===== src/hdl/psc_pkg.sv =====
// psc_pkg: shared types and constants of the pi speed controller
// no dependencies; used by the interfaces, the top level, the checker and the bench
package psc_pkg;

	// payload types
	typedef logic        [15:0] count_t;
	typedef logic signed [16:0] speed_t;
	typedef logic        [6:0]  duty_t;
	typedef logic        [10:0] cmp_t;
	typedef logic        [7:0]  gain_t;
	typedef logic signed [15:0] setting_t;
	typedef logic        [14:0] integ_t;

	// register map, index = paddr[3:2]
	localparam int unsigned ADDR_W = 4;
	typedef enum logic [1:0] {
		REG_KP     = 2'd0,
		REG_KI     = 2'd1,
		REG_TARGET = 2'd2,
		REG_LIMIT  = 2'd3
	} reg_idx_t;

	// register reset values
	localparam gain_t    KP_RESET     = 8'd8;
	localparam gain_t    KI_RESET     = 8'd2;
	localparam setting_t TARGET_RESET = 16'sd0;
	localparam integ_t   LIMIT_RESET  = 15'd5000;

	// control law constants
	localparam speed_t   SPEED_MID    = 17'sd32767;
	localparam setting_t SETTING_HIGH = 16'sd80;
	localparam setting_t SETTING_MID  = 16'sd50;
	localparam speed_t   COUNTS_HIGH  = 17'sd64;
	localparam speed_t   COUNTS_MID   = 17'sd40;
	localparam int       DUTY_BIAS    = 45;
	localparam duty_t    DUTY_MAX     = 7'd100;

endpackage


===== src/hdl/psc_if.sv =====
// psc_if: valid/ready channels of the pi speed controller
// depends on psc_pkg for the payload types
interface psc_in_if;
	logic            valid;
	logic            ready;
	psc_pkg::count_t encoder_count;

	modport source (output valid, output encoder_count, input ready);
	modport sink   (input valid, input encoder_count, output ready);
endinterface

interface psc_out_if;
	logic            valid;
	logic            ready;
	psc_pkg::speed_t measured_speed;
	psc_pkg::speed_t speed_error;
	psc_pkg::duty_t  duty_percent;
	psc_pkg::cmp_t   compare_value;

	modport source (output valid, output measured_speed, output speed_error,
		output duty_percent, output compare_value, input ready);
	modport sink   (input valid, input measured_speed, input speed_error,
		input duty_percent, input compare_value, output ready);
endinterface


===== src/hdl/pi_speed_controller.sv =====
// pi_speed_controller: pi motor speed controller with clamped integral
// depends on psc_pkg and the channel interfaces in psc_if.sv
// pipeline: the input register s1, then the result register
// throughput: one word per cycle while the output is not stalled; the integral update is a registered loop
// through one 8x17 multiply, an add and a clamp between s1 and the result
// reset: valids and the integral clear, registers return to their defaults
module pi_speed_controller (
	input  logic                          clk,
	input  logic                          arst_n,
	psc_in_if.sink                        in_ch,
	psc_out_if.source                     out_ch,
	input  logic                          psel,
	input  logic                          penable,
	input  logic                          pwrite,
	input  logic [psc_pkg::ADDR_W-1:0]    paddr,
	input  logic [31:0]                   pwdata,
	output logic [31:0]                   prdata,
	output logic                          pready
);
	import psc_pkg::*;

	gain_t    kp_q, ki_q;
	setting_t target_q;
	integ_t   limit_q, integral_q;
	reg_idx_t reg_idx;

	logic   valid_s1, out_valid_q, advance, load_s2;
	count_t count_s1;

	speed_t                speed, count_goal, err;
	logic signed [25:0]    ki_prod, kp_prod;
	logic signed [26:0]    integ_raw, pi_sum, pi_shift, duty_raw;
	integ_t                integ_clamp, integ_next;
	duty_t                 duty;
	cmp_t                  cmp;
	logic                  target_zero;

	// register access
	assign pready  = 1'b1;
	assign reg_idx = reg_idx_t'(paddr[3:2]);

	always_ff @(posedge clk or negedge arst_n) begin
		if (!arst_n) begin
			kp_q     <= KP_RESET;
			ki_q     <= KI_RESET;
			target_q <= TARGET_RESET;
			limit_q  <= LIMIT_RESET;
		end else if (psel && penable && pwrite) begin
			unique case (reg_idx)
				REG_KP:     kp_q     <= pwdata[7:0];
				REG_KI:     ki_q     <= pwdata[7:0];
				REG_TARGET: target_q <= $signed(pwdata[15:0]);
				REG_LIMIT:  limit_q  <= pwdata[14:0];
			endcase
		end
	end

	// read mux
	always_comb begin
		prdata = '0;
		unique case (reg_idx)
			REG_KP:     prdata = {24'd0, kp_q};
			REG_KI:     prdata = {24'd0, ki_q};
			REG_TARGET: prdata = {16'd0, target_q};
			REG_LIMIT:  prdata = {17'd0, limit_q};
		endcase
	end

	// pipeline handshake
	assign advance     = !out_valid_q || out_ch.ready;
	assign in_ch.ready = !valid_s1 || advance;
	assign load_s2     = valid_s1 && advance;

	// input register
	always_ff @(posedge clk or negedge arst_n) begin
		if (!arst_n) begin
			valid_s1 <= 1'b0;
		end else if (in_ch.ready) begin
			valid_s1 <= in_ch.valid;
		end
	end

	always_ff @(posedge clk) begin
		if (in_ch.ready && in_ch.valid) begin
			count_s1 <= in_ch.encoder_count;
		end
	end

	// speed, count target and error
	always_comb begin
		speed = $signed({1'b0, count_s1}) - SPEED_MID;
		if (target_q >= SETTING_HIGH) begin
			count_goal = COUNTS_HIGH;
		end else if (target_q >= SETTING_MID) begin
			count_goal = COUNTS_MID;
		end else begin
			count_goal = '0;
		end
		err         = count_goal - speed;
		target_zero = (target_q == '0);
	end

	// integral update with clamp to 0..limit, cleared by a zero target
	always_comb begin
		ki_prod   = 26'($signed({1'b0, ki_q})) * 26'(err);
		integ_raw = $signed({12'd0, integral_q}) + {ki_prod[25], ki_prod};
		if (integ_raw < 0) begin
			integ_clamp = '0;
		end else if (integ_raw > $signed({12'd0, limit_q})) begin
			integ_clamp = limit_q;
		end else begin
			integ_clamp = integ_raw[14:0];
		end
		integ_next = target_zero ? '0 : integ_clamp;
	end

	// proportional term, floor shift, duty clamp and compare value
	always_comb begin
		kp_prod  = 26'($signed({1'b0, kp_q})) * 26'(err);
		pi_sum   = {kp_prod[25], kp_prod} + $signed({12'd0, integ_clamp});
		pi_shift = pi_sum >>> 4;
		duty_raw = pi_shift + 27'(DUTY_BIAS);
		if (target_zero || duty_raw < 0) begin
			duty = '0;
		end else if (duty_raw > $signed({20'd0, DUTY_MAX})) begin
			duty = DUTY_MAX;
		end else begin
			duty = duty_raw[6:0];
		end
		// duty * 1200 / 100 is duty * 12
		cmp = {1'b0, duty, 3'b000} + {2'b00, duty, 2'b00};
	end

	// integral state and output valid
	always_ff @(posedge clk or negedge arst_n) begin
		if (!arst_n) begin
			integral_q  <= '0;
			out_valid_q <= 1'b0;
		end else begin
			if (load_s2) begin
				integral_q <= integ_next;
			end
			if (advance) begin
				out_valid_q <= valid_s1;
			end
		end
	end

	// result register
	always_ff @(posedge clk) begin
		if (load_s2) begin
			out_ch.measured_speed <= speed;
			out_ch.speed_error    <= err;
			out_ch.duty_percent   <= duty;
			out_ch.compare_value  <= cmp;
		end
	end

	assign out_ch.valid = out_valid_q;

endmodule


===== src/flat_wrapper.sv =====
// flat-port wrapper written by rule: the top's interface ports become plain ports
module pi_speed_controller_flat import psc_pkg::*;
  (clk, arst_n, psel, penable, pwrite, paddr, pwdata, prdata, pready, in_ch_valid, in_ch_encoder_count, in_ch_ready, out_ch_valid, out_ch_measured_speed, out_ch_speed_error, out_ch_duty_percent, out_ch_compare_value, out_ch_ready);
  psc_in_if in_ch_i ();
  psc_out_if out_ch_i ();
  input  logic clk;
  input  logic arst_n;
  input  logic psel;
  input  logic penable;
  input  logic pwrite;
  input  logic [psc_pkg::ADDR_W-1:0] paddr;
  input  logic [31:0] pwdata;
  output logic [31:0] prdata;
  output logic pready;
  input wire logic [$bits(in_ch_i.valid)-1:0] in_ch_valid;
  input wire logic [$bits(in_ch_i.encoder_count)-1:0] in_ch_encoder_count;
  output wire logic [$bits(in_ch_i.ready)-1:0] in_ch_ready;
  output wire logic [$bits(out_ch_i.valid)-1:0] out_ch_valid;
  output wire logic [$bits(out_ch_i.measured_speed)-1:0] out_ch_measured_speed;
  output wire logic [$bits(out_ch_i.speed_error)-1:0] out_ch_speed_error;
  output wire logic [$bits(out_ch_i.duty_percent)-1:0] out_ch_duty_percent;
  output wire logic [$bits(out_ch_i.compare_value)-1:0] out_ch_compare_value;
  input wire logic [$bits(out_ch_i.ready)-1:0] out_ch_ready;
  assign in_ch_i.valid = in_ch_valid;
  assign in_ch_i.encoder_count = in_ch_encoder_count;
  assign in_ch_ready = in_ch_i.ready;
  assign out_ch_valid = out_ch_i.valid;
  assign out_ch_measured_speed = out_ch_i.measured_speed;
  assign out_ch_speed_error = out_ch_i.speed_error;
  assign out_ch_duty_percent = out_ch_i.duty_percent;
  assign out_ch_compare_value = out_ch_i.compare_value;
  assign out_ch_i.ready = out_ch_ready;
  pi_speed_controller u_core (.clk(clk), .arst_n(arst_n), .in_ch(in_ch_i), .out_ch(out_ch_i), .psel(psel), .penable(penable), .pwrite(pwrite), .paddr(paddr), .pwdata(pwdata), .prdata(prdata), .pready(pready));
endmodule

===== config.mk =====
export PLATFORM = sky130hd
export DESIGN_NAME = pi_speed_controller_flat
export DESIGN_NICKNAME = d
export VERILOG_FILES = /design/src/hdl/psc_pkg.sv /design/src/hdl/psc_if.sv /design/src/hdl/pi_speed_controller.sv /design/src/flat_wrapper.sv
export SDC_FILE = /design/constraint.sdc
export NUM_CORES = 1
export LEC_CHECK = 0
export ABC_AREA = 1
export BUFFER_PORTS_ARGS = -buffer_cell sky130_fd_sc_hd__buf_4
export CORE_AREA = 2 2 220 222
export DETAILED_ROUTE_END_ITERATION = 10
export DIE_AREA = 0 0 222 224
export GPL_TIMING_DRIVEN = 0
export PLACE_DENSITY = 0.65
export SETUP_SLACK_MARGIN = 0.02
export SLEW_MARGIN = 30
export SYNTH_ARGS = -nofsm -noshare
export SYNTH_HDL_FRONTEND = slang
export SYNTH_SLANG_ARGS = --single-unit

===== constraint.sdc =====
create_clock -name clk -period 22.7 [get_ports clk]
set_input_delay 3.405 -clock clk [delete_from_list [all_inputs] [get_ports clk]]
set_output_delay 3.405 -clock clk [all_outputs]
set_load 0.01 [all_outputs]

==> results.md, run 1 <==
* Initial Utilization at 39.7%
* Worst Path Class, Setup: reg -> reg
* CTS Buf Count at 17
* Ports at 146
* Die footprint at 49700 um^2
* Worst-Skew Late Latency at 0.45 ns
* Clock skew at 0.0233 ns
* Final period util at 72.1%
* CTS H-tree lvls at 4
* # setup viols final at 0
* Number of detailed-routing iterations run before antenna repair at 5
* Cell Area, Synth at 18800 um^2
* Max layer used: met4
* Die W at 222 um
* Largest net degree at the start of global routing at 65
* Slew @ Worst Pin at 0.998 ns
* Max Fclk at 61.1 MHz
* Die span in y at 224 um
* Min Hold Slack at 0.487 ns
* DR vias at 16200
* Fin cells at 3222
* #FFs+latches synth at 128
* DR WL met2 at 22700 um
* Hold buffer count at cts at 0
* Layout filler cell count at 4693
* CP endpoint kind: register
* CP Launch Type: register
* Clock buffer depth at 2
* Final-report max-slew violation count at 0
* CTS root buf: clkbuf_16
* Max Cap Viol at 0
* Distinct cells, synth at 53
* Cell total after placement at 3190
* WL final at 50600 um
* Async S/R FF share, synth at 50.0%
* Worst hold path type: reg -> reg
* GR Util All Layers at 21.0%
* Routed length on met1 at 22700 um
* Unrepaired setup endpoints after global routing: false
* Antenna violations before repair at 0
* EDFF count, synth at 64
* Slowest stage delay, CP at 0.79 ns
* Most used cell, CP: nand2_1
* Reg-to-reg slack, setup at 6.34 ns
* Post-Syn Area per Cell at 7.68 um^2
* Tmin final at 16.36 ns
* Worst EP arrival at 16.55 ns
* Layout area overhead at 12.0%
* TritonCTS clock tree: done
* Post-CTS Setup Bufs at 0
* Post-DR wirelength/cell at 15.7 um
* Via density at 5.04
* # rows at 80
* CP max stage cell: a211oi_1
* Routed Antenna Nets at 0
* Vias in the first global route at 16000
* DRC at 0
* DR iter-0 viols at 1352
* Setup TNS at 0 ns
* Status: finished clean
* Layout cell share with drive strength beyond 1 at 8.48%
* Antenna diodes at 0
* First-pass GRT wire length at 83300 um
* Detail Placement HPWL at 43300 um
* Gate Count Post-Synth at 2449
* Wire length on met3 at 3920 um
* I/O Buffers at 108
* GPL Wtd Cong at 0.938
* # clock sinks at 128
* Clock-pin transition on the worst setup and hold timing paths at 0.07 ns
* GR Overflow Total at 0
* Critical path required time at 22.89 ns
* Slew headroom at 33.1%
* Sequential area share after synthesis at 18.8%
* Core ar. at 47300 um^2
* CP Max Fanout at 10
* Final Hold Fails at 0
* Fin nets at 3064
* Cts repair resizes at 0
* Most used flip-flop cell after synthesis: edfxtp_1
* Yosys warnings at 0
-- flip-flops by register name (all words and copies together), names as in the netlist --
signal	flops
u_core.out_ch.valid	1
u_core.target_q	16
u_core.integral_q	15
u_core.out_ch.compare_value	8
u_core.limit_q	15
u_core.out_ch.duty_percent	7
u_core.out_ch.speed_error	17
u_core.kp_q	8
u_core.count_s1	16
u_core.ki_q	8
u_core.valid_s1	1
u_core.out_ch.measured_speed	16
-- metal layers --
| layer | vias to the layer above | track usage [%] |
|---|---|---|
| li1 | 7727 | - |
| met1 | 7862 | 29.1 |
| met2 | 584 | 33.5 |
| met3 | 62 | 3.83 |
| met4 | 0 | 6.41 |
| met5 | - | 0 |
-- placed cells by master (no fill, tap or decap), types with 5 or more instances in the layout --
cell type / netlist / final
nand2_1: 540 / 540
inv_1: 531 / 531
nor2_1: 298 / 298
fa_1: 242 / 242
ha_1: 169 / 169
buf_4: 21 / 129
nand3_1: 99 / 99
o21ai_0: 91 / 91
a21oi_1: 66 / 66
edfxtp_1: 64 / 64
dfrtp_1: 57 / 57
clkbuf_1: 46 / 46
xor2_1: 32 / 32
nand4_1: 24 / 24
conb_1: 2 / 19
clkbuf_16: 0 / 17
nand2_2: 15 / 15
nor3_1: 14 / 14
xnor2_1: 14 / 14
nand3b_1: 13 / 13
a211oi_1: 13 / 13
nor2_2: 11 / 11
clkinv_1: 10 / 10
o2111ai_1: 8 / 8
a31oi_1: 7 / 7
dfstp_2: 7 / 7
or2_2: 6 / 6
o21bai_1: 5 / 5
inv_2: 5 / 5
inv_6: 0 / 5
-- Yosys cell counts (all sizes together) (2+ instances only) --
cell type / n / area, um^2
nand2: 556 / 2130
inv: 536 / 2010
nor2: 310 / 1200
fa: 242 / 4840
ha: 169 / 2110
nand3: 103 / 536
o21ai: 93 / 469
a21oi: 66 / 330
edfxtp: 64 / 1920
dfrtp: 57 / 1430
clkbuf: 46 / 173
xor2: 34 / 313
buf: 25 / 174
nand4: 24 / 150
nor3: 15 / 80.1
xnor2: 15 / 139
a211oi: 13 / 97.6
nand3b: 13 / 97.6
clkinv: 10 / 37.5
o2111ai: 8 / 70.1
or2: 8 / 50.1
a31oi: 7 / 43.8
dfstp: 7 / 184
o21bai: 6 / 56.3
o31ai: 4 / 30.0
nor3b: 3 / 22.5
and2: 2 / 12.5
conb: 2 / 7.51
o211ai: 2 / 15.0
-- cells by family after synthesis --
family / synth area share (%)
compound gates: 6.09
xor+xnor: 2.40
fa+ha+maj: 37.0
buf+inv: 12.7
flops: 18.8
other cells: 0.0399
simple gates: 22.9
-- area by class of cell --
type	count	area (um^2)	share of cell area, %
Timing Repair Buffer	109	831	3.94
Sequential cell	128	3530	16.8
Clock inverter	13	150	0.713
Tap cell	615	769	3.65
Clock buffer	19	437	2.07
Buffer	71	350	1.66
Multi-Input combinational cell	1721	12900	61.5
Inverter	546	2050	9.73
-- metrics by stage --
stage / util (%) / instance area [um^2] / worst slack (ns)
final: 44.5 / 21100 / 6.34
after global routing: 44.5 / 21100 / 4.98
after CTS: 44.5 / 21100 / 6.48
after detailed placement: 43.3 / 20500 / 6.59
after global placement: 43.2 / 20500 / 6.16
after floorplan: - / 18900 / 9.73
-- path summary, 6_finish.rpt --
path | cells past startpoint | to | start
min reg2reg | 2 | u_core.limit_q[4]$_DFFE_PN0P_ | u_core.limit_q[4]$_DFFE_PN0P_
max | 79 | u_core.out_ch.compare_value[9]$_DFFE_PP_ | u_core.target_q[8]$_DFFE_PN0P_
max reg2reg | 79 | u_core.out_ch.compare_value[9]$_DFFE_PP_ | u_core.target_q[8]$_DFFE_PN0P_
max in group asynchronous | 1 | u_core.integral_q[6]$_DFFE_PN0P_ | arst_n
min | 2 | u_core.limit_q[4]$_DFFE_PN0P_ | u_core.limit_q[4]$_DFFE_PN0P_
min in group asynchronous | 1 | u_core.target_q[9]$_DFFE_PN0P_ | arst_n
-- critical path: cells and delay by family, from the launching register on --
| kind | cells | cell delay (ns) |
|---|---|---|
| compound gates | 12 | 3.31 |
| xor+xnor | 1 | 0.15 |
| fa+ha+maj | 12 | 4.87 |
| buf+inv | 15 | 2.06 |
| flops | 1 | 0.40 |
| simple gates | 39 | 5.29 |
Power of run 1 is left out: the tool's default activity adds up to more than one toggle a clock period on the data nets, which glitch-free logic cannot reach.
==> run 2: changes to the inputs <==
--- a/config.mk
+++ b/config.mk
@@ -11,7 +11,7 @@
 export DETAILED_ROUTE_END_ITERATION = 10
 export DIE_AREA = 0 0 222 224
 export GPL_TIMING_DRIVEN = 0
-export PLACE_DENSITY = 0.65
+export PLACE_DENSITY = 0.67
 export SETUP_SLACK_MARGIN = 0.02
 export SLEW_MARGIN = 30
 export SYNTH_ARGS = -nofsm -noshare
==> constraint.sdc (replaced) <==
create_clock -name clk -period 14.8 [get_ports clk]
set_input_delay 2.22 -clock clk [delete_from_list [all_inputs] [get_ports clk]]
set_output_delay 2.22 -clock clk [all_outputs]
set_load 0.01 [all_outputs]
==> run 2 against run 1 <==
  * Critical path depth is 3 higher
  * Cell area grew 4.3%
  * Utilization grew 1.9 points
  * Final cell count grew 0.81%
  * Routed wire length rose by 3.8%
  * First-iteration DRC count rose by 7.8%
==> results.md, run 2 (synthesized netlist as in run 1, its figures left out) <==
* DR vias at 16300
* GR Util All Layers at 21.6%
* Layout cell share with drive strength beyond 1 at 12.9%
* Most used cell, CP: nand2_1
* Via density at 5.03
* Pre-CTS WS at -1.17 ns
* Setup TNS at 0 ns
* Most frequent cells in the layout: nand2_1, inv_1, nor2_1, fa_1, buf_4
* Max Fclk at 71.3 MHz
* DRC at 0
* Final-report max-slew violation count at 0
* Slew @ Worst Pin at 0.848 ns
* Layout filler cell count at 4554
* Clock-pin transition on the worst setup and hold timing paths at 0.06 ns
* Final worst setup slack at 0.783 ns
* Routed Antenna Nets at 0
* Final period util at 94.7%
* # setup viols final at 0
* First-pass GRT wire length at 85100 um
* Die W at 222 um
* Register Area at 3530 um^2
* Initial Utilization at 39.7%
* Core ar. at 47300 um^2
* Die span in y at 224 um
* GPL Wtd Cong at 0.918
* Die footprint at 49700 um^2
* DR iter-0 viols at 1458
* WL final at 52500 um
* CP Max Fanout at 10
* I/O Buffers at 108
* Layout area overhead at 16.9%
* Fin cells at 3248
* Worst Path Class, Setup: reg -> reg
* CP endpoint kind: register
* Antenna diodes at 0
* Worst hold path type: reg -> reg
* Worst-Skew Late Latency at 0.45 ns
* Worst Setup SP: u_core.target_q[11]$_DFFE_PN0P_
* CTS root buf: clkbuf_16
* Hold Crit Start: u_core.valid_s1$_DFFE_PN0N_
* # clock sinks at 128
* Antenna violations before repair at 0
* Worst r2r path cells at 82
* R2r endpoint: u_core.out_ch.compare_value[9]$_DFFE_PP_
* GR Overflow Total at 0
* Hold buffer count at cts at 0
* Reg-to-reg slack, setup at 0.78 ns
* Worst setup path end: u_core.out_ch.compare_value[9]$_DFFE_PP_
* CP Launch Type: register
* Slew headroom at 43.5%
* Max Cap Viol at 0
* Clock skew at 0.0110 ns
* Reg with most FFs: u_core.out_ch.speed_error
* Status: finished clean
* Critical path required time at 15.00 ns
* Worst EP arrival at 14.21 ns
* Tmin final at 14.02 ns
* CTS Buf Count at 17
* Commonest non-fill, non-tap cell in the layout: nand2_1
* Cell total after placement at 3190
* CTS H-tree lvls at 4
* # rows at 80
* Area occupied by multi-input gates at 13600 um^2
* Largest net degree at the start of global routing at 65
* Clock buffer depth at 2
* CP max stage cell: fa_2
* Slowest stage delay, CP at 0.62 ns
* Number of detailed-routing iterations run before antenna repair at 5
* TritonCTS clock tree: done
* Fin nets at 3090
* Final Hold Fails at 0
* Vias in the first global route at 16500
* Max FFs per register at 17
* Detail Placement HPWL at 43600 um
* Post-DR wirelength/cell at 16.2 um
* Ports at 146
* RR Startpoint: u_core.target_q[11]$_DFFE_PN0P_
-- run 2: cell count changes in the layout (fill, tap and decap cells not counted), moves of 5 or more --
cell | previous run | this run
ha_4 | 0 | 10
nor2_1 | 298 | 281
nand2_1 | 540 | 532
nor2_4 | 1 | 10
a21oi_1 | 66 | 55
ha_1 | 169 | 155
a21oi_2 | 0 | 11
a211oi_4 | 0 | 12
a211oi_1 | 13 | 0
nor2_2 | 11 | 19
nand2_2 | 15 | 20
buf_4 | 129 | 156
o21ai_0 | 91 | 86
-- run 2: through the flow --
| step | utilization, % | area [um^2] | hold slack (ns) |
|---|---|---|---|
| finish | 46.4 | 22000 | 0.480 |
| global route | 46.4 | 22000 | 0.513 |
| CTS | 45.1 | 21400 | 0.487 |
| detailed placement | 43.3 | 20500 | 0.473 |
| global placement | 43.2 | 20500 | 0.458 |
| floorplan | - | 18900 | 0.447 |
-- run 2: metal layers --
layer / track usage [%] / routed length [um] / vias up
met2: 34.7 / 24000 / 593
met4: 7.67 / 1420 / 0
met5: 0 / 0 / -
met3: 4.91 / 4420 / 83
li1: - / - / 7768
met1: 28.7 / 22700 / 7895
-- run 2: timing repair --
action                     in CTS  in global routing
pin swaps                       3                 28
setup endpoints to repair       8                  8
resized for setup              46                102
setup buffers                   3                 24
-- run 2: worst min-delay path by stage --
stage | to | slack, ns | depth (start not counted)
4_1_cts | u_core.out_ch.valid$_DFFE_PN0P_ | 0.49 | 2
3_3_place_gp | u_core.out_ch.valid$_DFFE_PN0P_ | 0.46 | 2
3_5_place_dp | u_core.out_ch.valid$_DFFE_PN0P_ | 0.47 | 2
6_report | u_core.out_ch.valid$_DFFE_PN0P_ | 0.48 | 2
5_1_grt | u_core.limit_q[11]$_DFFE_PN0P_ | 0.51 | 2
2_1_floorplan | u_core.out_ch.valid$_DFFE_PN0P_ | 0.45 | 2
-- run 2: cell type report --
type | count | area share, %
clock buffer | 20 | 2.18
multi-input combinational | 1721 | 61.7
buffer | 70 | 1.78
sequential | 128 | 16.1
tap | 615 | 3.50
clock inverter | 12 | 0.655
timing repair buffer | 136 | 4.70
inverter | 546 | 9.37
-- run 2: worst max-delay path, delay by kind of cell, from the launching register on --
family,cells,cell delay (ns)
simple gates,50,6.15
fa+ha+maj,11,4.45
buf+inv,14,1.25
flops,1,0.42
compound gates,7,1.43
Power of run 2 is left out for the same reason.
==> run 3: changes to the inputs <==
--- a/config.mk
+++ b/config.mk
@@ -11,7 +11,7 @@
 export DETAILED_ROUTE_END_ITERATION = 10
 export DIE_AREA = 0 0 222 224
 export GPL_TIMING_DRIVEN = 0
-export PLACE_DENSITY = 0.67
+export PLACE_DENSITY = 0.61
 export SETUP_SLACK_MARGIN = 0.02
 export SLEW_MARGIN = 30
 export SYNTH_ARGS = -nofsm -noshare
==> run 3 against run 2 <==
  * Critical path depth fell by 1
  * Die area is the same
  * Final cell count hardly changed
==> results.md, run 3 (synthesized netlist as in run 1, its figures left out) <==
* Layout filler cell count at 4718
* Unrepaired setup endpoints after global routing: true
* Number of detailed-routing iterations run before antenna repair at 5
* Max Fclk at 71.3 MHz
* Routed Antenna Nets at 0
* Max layer used: met4
* Clock-pin transition on the worst setup and hold timing paths at 0.06 ns
* Layout cell share with drive strength beyond 1 at 12.1%
* Detail Placement HPWL at 44900 um
* Worst EP arrival at 14.22 ns
* DR WL met2 at 24800 um
* Antenna violations before repair at 1
* DRC at 0
* Worst Path Class, Setup: reg -> reg
* Vias in the first global route at 15900
* # rows at 80
* Tmin final at 14.02 ns
* Worst Hold Depth at 2
* Critical path required time at 15.01 ns
* Final-report max-slew violation count at 0
* CP Max Fanout at 10
* DR vias at 16200
* Worst hold path type: reg -> reg
* Die footprint at 49700 um^2
* DR iter-0 viols at 1103
* Slowest stage delay, CP at 0.62 ns
* Slew @ Worst Pin at 0.911 ns
* # clock sinks at 128
* CTS H-tree lvls at 4
* Initial Utilization at 39.7%
* Hold endpoint: u_core.limit_q[2]$_DFFE_PN0P_
* Status: finished clean
* First-pass GRT wire length at 85800 um
* CTS root buf: clkbuf_16
* Fin nets at 3087
* Routed length on met1 at 24900 um
* CP Launch Type: register
* Cell total after placement at 3190
* Layout area overhead at 15.9%
* Clock skew at 0.0104 ns
* CP max stage cell: fa_2
* CP endpoint kind: register
* GPL Wtd Cong at 0.904
* Most used cell, CP: nand2_1
* Die W at 222 um
* RR Startpoint: u_core.target_q[11]$_DFFE_PN0P_
* Worst-Skew Late Latency at 0.45 ns
* Worst r2r path cells at 81
* Largest net degree at the start of global routing at 65
* Slew headroom at 39.1%
* Post-DR wirelength/cell at 16.5 um
* Core ar. at 47300 um^2
* Reg with most FFs: u_core.out_ch.speed_error
* Placed cell area at 20500 um^2
* Via density at 4.99
* WL final at 53500 um
* Most frequent cells in the layout: nand2_1, inv_1, nor2_1, fa_1, ha_1
* Max FFs per register at 17
* I/O Buffers at 108
* GR Util All Layers at 22.0%
* Wire length on met3 at 2780 um
* Hold Crit Start: u_core.limit_q[2]$_DFFE_PN0P_
* Die span in y at 224 um
* Final worst setup slack at 0.783 ns
* Pre-CTS WS at -1.66 ns
* Clock buffer depth at 2
* Post-Layout Inst Area at 21800 um^2
* GR Overflow Total at 0
* TritonCTS clock tree: done
* Commonest non-fill, non-tap cell in the layout: nand2_1
* Antenna diodes at 0
* Max Cap Viol at 0
* CTS Buf Count at 17
* Fin cells at 3245
* Final period util at 94.7%
* Ports at 146
* Final core utilization at 46.0%
* # setup viols final at 0
* Reg-to-reg slack, setup at 0.78 ns
* Final Hold Fails at 0
* R2r endpoint: u_core.out_ch.compare_value[9]$_DFFE_PP_
==> run 3: worst max-delay path: cells and delay by family (launching register included) <==
kind,cells,cell delay [ns]
buffers and inverters,15,1.27
adder cells (fa/ha/maj),12,4.52
AND/OR/NAND/NOR,48,5.98
AO/OA/AOI/OAI,6,1.51
flip-flops,1,0.43
==> run 3: repair_timing <==
action,CTS,global route
cloned,0,0
setup endpoints to repair,15,9
buffers inserted,4,20
pin swaps,6,21
hold buffers,0,0
resized for setup,52,71
==> run 3: final cells by class <==
class                   instances  area, um^2  share of cell area, %
plain buffers                  70         383                   1.76
multi-input cells            1721       13400                   61.7
well taps                     615         769                   3.53
flip-flops and latches        128        3530                   16.2
clock buffers                  18         439                   2.02
inverters                     546        2060                   9.46
clock inverters                14         148                  0.678
repair buffers                133        1010                   4.64
==> run 3: routing by layer <==
layer | GRT usage [%] | vias to the layer above
met5 | 0 | -
met1 | 31.0 | 7898
met2 | 35.9 | 454
met3 | 2.40 | 63
li1 | - | 7767
met4 | 5.91 | 0
==> run 3: worst max path at each step <==
stage               slack (ns)                                  endpoint                       startpoint  cells past startpoint
floorplan                 1.83  u_core.out_ch.compare_value[9]$_DFFE_PP_   u_core.target_q[8]$_DFFE_PN0P_                     80
global placement         -1.69  u_core.out_ch.compare_value[9]$_DFFE_PP_   u_core.target_q[8]$_DFFE_PN0P_                     80
detailed placement       -1.66  u_core.out_ch.compare_value[9]$_DFFE_PP_   u_core.target_q[8]$_DFFE_PN0P_                     79
CTS                       0.03  u_core.out_ch.compare_value[9]$_DFFE_PP_   u_core.target_q[8]$_DFFE_PN0P_                     82
global route             -0.06  u_core.out_ch.compare_value[9]$_DFFE_PP_  u_core.target_q[11]$_DFFE_PN0P_                     81
finish                    0.78  u_core.out_ch.compare_value[9]$_DFFE_PP_  u_core.target_q[11]$_DFFE_PN0P_                     81
==> run 3: through the flow <==
step                TNS [ns]  hold WS [ns]
floorplan                  0         0.447
global placement      -11.93         0.459
detailed placement    -11.27         0.473
CTS                        0         0.489
global route         -0.0758         0.507
finish                     0         0.483
Power of run 3 is left out for the same reason.
